===== src/design/scfd_pkg.sv =====
// Shared constants, types and state codes for the sync checksum frame deframer.
package scfd_pkg;

  // Sync pair and frame layout
  localparam logic [7:0] SYNC_FIRST  = 8'hAA;
  localparam logic [7:0] SYNC_SECOND = 8'h55;
  localparam int unsigned FRAME_LEN  = 36;
  localparam int unsigned SUM_END    = 34;
  localparam int unsigned IDX_W      = 6;

  localparam logic [IDX_W-1:0] IDX_FIRST_DATA = IDX_W'(2);
  localparam logic [IDX_W-1:0] IDX_LAST_FIELD = IDX_W'(26);
  localparam logic [IDX_W-1:0] IDX_SUM_END    = IDX_W'(SUM_END);
  localparam logic [IDX_W-1:0] IDX_CHK_HI     = IDX_W'(SUM_END);
  localparam logic [IDX_W-1:0] IDX_CHK_LO     = IDX_W'(FRAME_LEN - 1);

  // Payload bytes held by the back end: frame bytes 2..26
  localparam int unsigned FIELD_BYTES = 25;
  localparam int unsigned FIELD_IDX_W = 5;

  // Queue between front and back
  localparam int unsigned QUEUE_DEPTH = 4;
  localparam int unsigned QPTR_W      = $clog2(QUEUE_DEPTH);
  localparam int unsigned QCNT_W      = $clog2(QUEUE_DEPTH + 1);

  // Hunter state
  typedef enum logic [1:0] {
    PH_HUNT    = 2'd0,
    PH_LEAD    = 2'd1,
    PH_COLLECT = 2'd2
  } phase_t;

  // One frame byte tagged with its position in the frame
  typedef struct packed {
    logic [7:0]       data;
    logic [IDX_W-1:0] index;
  } frame_item_t;

  // One decoded frame
  typedef struct packed {
    logic [15:0] timestamp;
    logic [7:0]  pan_speed;
    logic [15:0] pan_vel;
    logic [31:0] pan_pos;
    logic [7:0]  tilt_speed;
    logic [15:0] tilt_vel;
    logic [31:0] tilt_pos;
    logic [7:0]  roll_speed;
    logic [15:0] roll_vel;
    logic [31:0] roll_pos;
    logic [7:0]  direction_bits;
    logic [7:0]  aux_bits;
  } frame_result_t;

endpackage


===== src/design/scfd_front.sv =====
// Front end: hunts for the sync pair and tags each frame byte with its index.
module scfd_front (
  input  logic                clk,
  input  logic                rst,
  input  logic                in_valid,
  output logic                in_ready,
  input  logic [7:0]          rx_byte,
  output logic                push,
  output scfd_pkg::frame_item_t push_item,
  input  logic                queue_ready
);
  import scfd_pkg::*;

  phase_t           phase, phase_next;
  logic [IDX_W-1:0] byte_index, byte_index_next;
  logic             accept;

  assign in_ready = queue_ready;
  assign accept   = in_valid && queue_ready;

  // Next state: hunt for 0xAA 0x55, then count out the frame
  always_comb begin
    phase_next      = phase;
    byte_index_next = byte_index;
    if (accept) begin
      unique case (phase)
        PH_COLLECT: begin
          if (byte_index == IDX_CHK_LO) begin
            phase_next      = PH_HUNT;
            byte_index_next = '0;
          end else begin
            byte_index_next = byte_index + IDX_W'(1);
          end
        end
        PH_LEAD: begin
          if (rx_byte == SYNC_SECOND) begin
            phase_next      = PH_COLLECT;
            byte_index_next = IDX_FIRST_DATA;
          end else if (rx_byte == SYNC_FIRST) begin
            phase_next = PH_LEAD;
          end else begin
            phase_next = PH_HUNT;
          end
        end
        default: begin
          if (rx_byte == SYNC_FIRST) begin
            phase_next = PH_LEAD;
          end else begin
            phase_next = PH_HUNT;
          end
        end
      endcase
    end
  end

  // Outputs: pass frame bytes on to the queue
  always_comb begin
    push            = accept && (phase == PH_COLLECT);
    push_item.data  = rx_byte;
    push_item.index = byte_index;
  end

  // Hold state
  always_ff @(posedge clk) begin
    if (rst) begin
      phase      <= PH_HUNT;
      byte_index <= '0;
    end else begin
      phase      <= phase_next;
      byte_index <= byte_index_next;
    end
  end

endmodule


===== src/design/scfd_queue.sv =====
// Short item queue that decouples the front end from the back end.
module scfd_queue (
  input  logic                  clk,
  input  logic                  rst,
  input  logic                  push,
  input  scfd_pkg::frame_item_t push_item,
  output logic                  push_ready,
  output logic                  pop_valid,
  output scfd_pkg::frame_item_t pop_item,
  input  logic                  pop
);
  import scfd_pkg::*;

  frame_item_t       slots [QUEUE_DEPTH];
  logic [QPTR_W-1:0] wr_ptr, rd_ptr;
  logic [QCNT_W-1:0] count;
  logic              do_push, do_pop;

  assign push_ready = (count != QCNT_W'(QUEUE_DEPTH));
  assign pop_valid  = (count != '0);
  assign pop_item   = slots[rd_ptr];
  assign do_push    = push && push_ready;
  assign do_pop     = pop && pop_valid;

  // Store incoming items
  always_ff @(posedge clk) begin
    if (do_push) begin
      slots[wr_ptr] <= push_item;
    end
  end

  // Advance pointers and fill level
  always_ff @(posedge clk) begin
    if (rst) begin
      wr_ptr <= '0;
      rd_ptr <= '0;
      count  <= '0;
    end else begin
      if (do_push) begin
        wr_ptr <= wr_ptr + QPTR_W'(1);
      end
      if (do_pop) begin
        rd_ptr <= rd_ptr + QPTR_W'(1);
      end
      if (do_push && !do_pop) begin
        count <= count + QCNT_W'(1);
      end else if (do_pop && !do_push) begin
        count <= count - QCNT_W'(1);
      end
    end
  end

endmodule


===== src/design/scfd_back.sv =====
// Back end: assembles frame fields, checks the sum and holds the result.
module scfd_back (
  input  logic                    clk,
  input  logic                    rst,
  input  logic                    item_valid,
  input  scfd_pkg::frame_item_t   item,
  output logic                    item_pop,
  output logic                    out_valid,
  input  logic                    out_ready,
  output scfd_pkg::frame_result_t result
);
  import scfd_pkg::*;

  logic [7:0]  fields [FIELD_BYTES];
  logic [15:0] sum_acc;
  logic [7:0]  chk_hi;
  logic        is_last;
  logic        slot_free;
  logic        sum_ok;
  logic        load;
  logic        out_valid_next;
  logic [FIELD_IDX_W-1:0] field_idx;

  assign is_last   = (item.index == IDX_CHK_LO);
  assign slot_free = !out_valid || out_ready;
  assign item_pop  = item_valid && (!is_last || slot_free);
  assign sum_ok    = ({chk_hi, item.data} == sum_acc);
  assign load      = item_pop && is_last && sum_ok;
  assign field_idx = FIELD_IDX_W'(item.index - IDX_FIRST_DATA);

  // Capture payload bytes by position
  always_ff @(posedge clk) begin
    if (item_pop && (item.index <= IDX_LAST_FIELD)) begin
      fields[field_idx] <= item.data;
    end
  end

  // Accumulate the checksum and capture its high byte
  always_ff @(posedge clk) begin
    if (rst) begin
      sum_acc <= '0;
    end else if (item_pop && (item.index < IDX_SUM_END)) begin
      if (item.index == IDX_FIRST_DATA) begin
        sum_acc <= {8'h00, item.data};
      end else begin
        sum_acc <= sum_acc + {8'h00, item.data};
      end
    end
  end

  always_ff @(posedge clk) begin
    if (item_pop && (item.index == IDX_CHK_HI)) begin
      chk_hi <= item.data;
    end
  end

  // Output register: load a good frame, drop when taken
  always_comb begin
    if (load) begin
      out_valid_next = 1'b1;
    end else if (out_ready) begin
      out_valid_next = 1'b0;
    end else begin
      out_valid_next = out_valid;
    end
  end

  always_ff @(posedge clk) begin
    if (rst) begin
      out_valid <= 1'b0;
    end else begin
      out_valid <= out_valid_next;
    end
  end

  always_ff @(posedge clk) begin
    if (load) begin
      result.timestamp      <= {fields[0], fields[1]};
      result.pan_speed      <= fields[2];
      result.pan_vel        <= {fields[3], fields[4]};
      result.pan_pos        <= {fields[5], fields[6], fields[7], fields[8]};
      result.tilt_speed     <= fields[9];
      result.tilt_vel       <= {fields[10], fields[11]};
      result.tilt_pos       <= {fields[12], fields[13], fields[14], fields[15]};
      result.roll_speed     <= fields[16];
      result.roll_vel       <= {fields[17], fields[18]};
      result.roll_pos       <= {fields[19], fields[20], fields[21], fields[22]};
      result.direction_bits <= fields[23];
      result.aux_bits       <= fields[24];
    end
  end

endmodule


===== src/design/sync_checksum_frame_deframer.sv =====
// Top level of the sync checksum frame deframer.
// Takes one received byte per cycle with no gaps of its own: the sync hunter
// decides on each byte combinationally and hands frame bytes through a
// four-item queue to the assembler, which retires one byte per cycle but
// holds a frame's last byte while a result waits. A 36-byte frame starts at
// 0xAA 0x55; bytes 2 to 33 are summed mod 2^16 and compared with bytes 34
// (high) and 35 (low). A good frame is loaded into the output register; a bad
// frame gives no result. Input back-pressure only arises when a result is held
// by out_ready long enough for the queue to fill. No clearing pass.
module sync_checksum_frame_deframer (
  input  logic               clk,
  input  logic               rst,
  input  logic               in_valid,
  output logic               in_ready,
  input  logic [7:0]         rx_byte,
  output logic               out_valid,
  input  logic               out_ready,
  output logic [15:0]        timestamp,
  output logic [7:0]         pan_speed,
  output logic signed [15:0] pan_vel,
  output logic signed [31:0] pan_pos,
  output logic [7:0]         tilt_speed,
  output logic signed [15:0] tilt_vel,
  output logic signed [31:0] tilt_pos,
  output logic [7:0]         roll_speed,
  output logic signed [15:0] roll_vel,
  output logic signed [31:0] roll_pos,
  output logic [7:0]         direction_bits,
  output logic [7:0]         aux_bits
);
  import scfd_pkg::*;

  logic          push, push_ready;
  frame_item_t   push_item;
  logic          pop_valid, pop;
  frame_item_t   pop_item;
  frame_result_t result;

  scfd_front u_front (
    .clk        (clk),
    .rst        (rst),
    .in_valid   (in_valid),
    .in_ready   (in_ready),
    .rx_byte    (rx_byte),
    .push       (push),
    .push_item  (push_item),
    .queue_ready(push_ready)
  );

  scfd_queue u_queue (
    .clk       (clk),
    .rst       (rst),
    .push      (push),
    .push_item (push_item),
    .push_ready(push_ready),
    .pop_valid (pop_valid),
    .pop_item  (pop_item),
    .pop       (pop)
  );

  scfd_back u_back (
    .clk       (clk),
    .rst       (rst),
    .item_valid(pop_valid),
    .item      (pop_item),
    .item_pop  (pop),
    .out_valid (out_valid),
    .out_ready (out_ready),
    .result    (result)
  );

  // Break the result out onto its ports
  assign timestamp      = result.timestamp;
  assign pan_speed      = result.pan_speed;
  assign pan_vel        = signed'(result.pan_vel);
  assign pan_pos        = signed'(result.pan_pos);
  assign tilt_speed     = result.tilt_speed;
  assign tilt_vel       = signed'(result.tilt_vel);
  assign tilt_pos       = signed'(result.tilt_pos);
  assign roll_speed     = result.roll_speed;
  assign roll_vel       = signed'(result.roll_vel);
  assign roll_pos       = signed'(result.roll_pos);
  assign direction_bits = result.direction_bits;
  assign aux_bits       = result.aux_bits;

endmodule


===== config.mk =====
export PLATFORM = sky130hd
export DESIGN_NAME = sync_checksum_frame_deframer
export DESIGN_NICKNAME = d
export VERILOG_FILES = /design/src/design/scfd_pkg.sv /design/src/design/scfd_front.sv /design/src/design/scfd_queue.sv /design/src/design/scfd_back.sv /design/src/design/sync_checksum_frame_deframer.sv
export SDC_FILE = /design/constraint.sdc
export NUM_CORES = 1
export LEC_CHECK = 0
export ABC_AREA = 0
export ABC_CLOCK_PERIOD_IN_PS = 53100
export BUFFER_PORTS_ARGS = -buffer_cell sky130_fd_sc_hd__buf_2
export CAP_MARGIN = 10
export CORE_ASPECT_RATIO = 0.9
export CORE_MARGIN = 2
export CORE_UTILIZATION = 55
export DETAILED_ROUTE_END_ITERATION = 8
export GPL_TIMING_DRIVEN = 0
export PLACE_DENSITY = 0.78
export SLEW_MARGIN = 15
export SYNTH_ARGS = -nofsm -noshare
export SYNTH_HDL_FRONTEND = slang
export SYNTH_SLANG_ARGS = --single-unit

===== constraint.sdc =====
create_clock -name clk -period 53.1 [get_ports clk]
set_clock_uncertainty 0.2 [all_clocks]
set_input_delay 13.275 -clock clk [delete_from_list [all_inputs] [get_ports clk]]
set_output_delay 13.275 -clock clk [all_outputs]
set_load 0.005 [all_outputs]

==> out/results.tsv <==
stage	metric	value	unit
floorplanning	Starting Density	0.558	
floorplanning	Core Region	29900	um2
clocking	clk_lat worst skew	0.54	ns
routing	Via-to-Cell Ratio	5.44	
clocking	# resized after CTS	0	
yosys	most frequent cell after synthesis	edfxtp_1	
global_route	gr ovfl total	0	
worst_setup_path	Worst path depth	9	
routing	final wirelength	33200	um
routing	Iter 0 DRT Violations	739	
clocking	Clock transition at path regs	0.07	ns
worst_setup_path	startpoint types	primary input	
finish	Final nets	1100	
yosys	Mapped Nets	809	
yosys	Mapped Cells	777	
worst_setup_path	Worst EP required	53.14	ns
sta	FMAX	63.7	MHz
clocking	CTS Buffer Depth	3	
clocking	Sink Count	498	
global_route	first-pass GRT wire length	49500	um
finish	Finished Cell Area	20000	um2
routing	met3 WL	2160	um
worst_setup_path	Worst setup EP type	flop	
sta	Final Max Tran Viols	0	
floorplanning	Rows	60	
clocking	CTS root buf	clkbuf_16	
worst_hold_path	HP Class	reg2reg	
sta	Setup Viol. Count Final	0	
worst_setup_path	top cell family by delay on the critical path	buffers and inverters	
yosys	area leader, netlist	edfxtp_1	
global_route	largest net degree at the start of global routing	30	
pwr	Leak	6.96	nW
worst_setup_path	Reg-to-Reg End	pan_vel[3]	
finish	Area growth, synth to finish	19.9	%
routing	antenna viol nets, final	0	
worst_setup_path	FF-to-FF setup slack	47.77	ns
worst_setup_path	Slowest Stage Delay on Critical Path	0.85	ns
sta	min Tclk post-route	15.71	ns
worst_setup_path	critical path arrival	15.75	ns
finish	share of cells above drive strength 1	0.304	
routing	top routing layer in use	met4	
yosys	synth unique cells	44	
yosys	Synth Area per Inst	21.4	um2
worst_setup_path	critical path's slowest cell	nor4_2	
global_route	total track usage	0.211	
placement	hpwl dp	19100	um
yosys	proportion of synthesized chip area in sequential cells	0.877	
pwr	PwrDens	45.8	nW/um2
yosys	Yosys reg bits	498	
sta	Hold Fails Final Rpt	0	
sta	setup TNS	0	ns
global_route	vias in the first global route	8206	
floorplanning	Die Y	169	um
yosys	Syn Std Cell Area	16700	um2
finish	Antenna diodes	0	
worst_setup_path	crit path from	out_ready	
clocking	Hold Buf Count CTS	0	
worst_setup_path	Crit Path Class	in2reg	
yosys	Post-synth EDFFs	464	
clocking	CTS H-tree depth	2	
clocking	CTS tree	yes	
global_route	antenna violations before repair	0	
worst_setup_path	number of buffers and inverters on the critical path	6	
routing	total number of vias	8189	
pwr	Worst VDD drop	0.0322	mV
worst_setup_path	FF-to-FF path depth	10	
clocking	Setup Fix Bufs, Post-CTS	0	
sta	crit share post-route	0.296	
outcome	status	finished, final reports clean	
routing	WL met2	15900	um
routing	DRT Pass-1 Iters	5	
placement	port buffer count	213	
routing	drc violations	0	
yosys	top cell type's share of synthesized area	0.836	
worst_setup_path	cells along the critical path	buf_2 -> inv_1 -> nand2_1 -> nand4_1 -> nor4_2 -> buf_2 -> buf_2 -> buf_2 -> buf_2	
sta	Slew HR	0.345	
yosys	async set-or-reset flop fraction in the synthesized netlist	0	
worst_setup_path	crit-path most repeated cell	buf_2	
placement	routability cong.	0.806	
run	max_cap viols	0	
sta	RSZ-0062 raised after global routing	no	
yosys	Post-synth top flop	edfxtp_1	
floorplanning	die width	187	um
yosys	most frequent cells after synthesis	edfxtp_1, nor2_1, dfxtp_1, nand2_1	
placement	DP Area	18400	um2
yosys	synth warn	0	
yosys	largest cells by area after synthesis	edfxtp_1, dfxtp_1, mux4_2	
floorplanning	die area	31700	um2
worst_setup_path	critical path peak fanout	10	
floorplanning	io pins	214	
routing	Routed WL per cell	22.0	um
finish	fillcell total	1900	
clocking	number of buffers created by CTS	46	
sta	Worst-Margin Slew	0.980	ns
worst_setup_path	Worst setup endpoint	pan_vel[3]	
routing	M1 WL	14300	um
-- cell type report --
type	instances	area, um2	area share
timing repair buffer	243	1250	0.0628
inverter	8	30.0	0.00150
buffer	10	48.8	0.00244
clock inverter	21	260	0.0130
clock buffer	62	1270	0.0638
tap	403	504	0.0252
multi-input combinational	261	1990	0.0995
sequential	498	14600	0.732
-- how the worst min path moves through the flow --
stage / startpoint / end / slack, ns / depth (start not counted)
2_1_floorplan: u_back.fields[24][0] / aux_bits[0] / 0.20 / 0
3_3_place_gp: u_back.fields[21][5] / roll_pos[13] / 0.20 / 0
3_5_place_dp: u_back.fields[8][1] / pan_pos[1] / 0.20 / 0
4_1_cts: u_back.fields[14][5] / tilt_pos[13] / 0.21 / 0
5_1_grt: u_back.fields[16][1] / roll_speed[1] / 0.22 / 0
6_report: u_back.fields[2][0] / pan_speed[0] / 0.21 / 0
-- worst reg2reg max path, stage by stage, from the launching register on --
cell      delay, ns
dfxtp_1        0.44
clkbuf_1       0.52
mux4_2         0.93
ha_1           0.45
nor4_1         0.32
nand4_1        0.13
nor4_2         0.85
buf_2          0.38
buf_2          0.28
buf_2          0.26
buf_2          0.26
-- per-stage QoR --
stage	utilization	hold WS (ns)	total power [mW]	worst slack, ns	std cells
2_1_floorplan	-	0.200	0.545	19.18	777
3_3_place_gp	0.610	0.200	0.587	11.95	1393
3_5_place_dp	0.617	0.205	0.591	36.85	1423
4_1_cts	0.668	0.206	0.920	37.37	1506
5_1_grt	0.668	0.218	0.945	37.23	1506
6_report	0.668	0.210	0.914	37.39	1506
-- sequential cells by signal, indices dropped and copies added, names as in the netlist, 2 cells and up, named ones only --
register / count
u_front.phase: 2
u_queue.count: 3
tilt_vel: 16
u_back.chk_hi: 8
pan_pos: 32
u_queue.rd_ptr: 2
pan_speed: 8
u_back.sum_acc: 16
timestamp: 16
u_back.fields: 200
direction_bits: 8
roll_speed: 8
roll_vel: 16
tilt_speed: 8
aux_bits: 8
u_front.byte_index: 6
roll_pos: 32
tilt_pos: 32
u_queue.wr_ptr: 2
pan_vel: 16
u_queue.slots: 56
-- cell usage in the layout (no fill, tap or decap), drive strengths merged, types with 4 or more instances in the layout --
master,netlist,layout
and2,5,5
a211oi,9,9
mux4,14,14
clkbuf,6,68
nor4,4,4
o21ai,9,9
nor3,8,8
buf,4,247
or3,7,7
edfxtp,464,464
a21o,4,4
dfxtp,34,34
and3,5,5
mux2i,10,10
nand4,10,10
bufinv,0,5
inv,8,10
clkinv,0,13
a21oi,15,15
ha,18,18
nand2,19,19
xnor2,18,18
nor2,54,54
nand3b,4,4
nand3,6,6
xor2,13,13
-- power by group --
part           internal, mW  switching (mW)  total, mW
Sequential            0.453         0.00325      0.456
Clock                 0.194           0.137      0.331
Combinational        0.0352          0.0922      0.127
Total                 0.682           0.232      0.914
-- cell families after synthesis --
logic type / count (synthesis) / share of synthesized area
AO/OA/AOI/OAI: 49 / 0.0193
XOR/XNOR: 31 / 0.0163
adder cells (fa/ha/maj): 20 / 0.0159
buffers and inverters: 18 / 0.00473
flip-flops: 498 / 0.877
multiplexers: 24 / 0.0249
AND/OR/NAND/NOR: 137 / 0.0416
-- metal layers --
layer  vias up  GRT usage
li1       3635          -
met1      4151      0.291
met2       344      0.343
met3        59     0.0448
met4         0     0.0688
met5         -          0
Note: power is estimated with default switching activity, not from simulation.
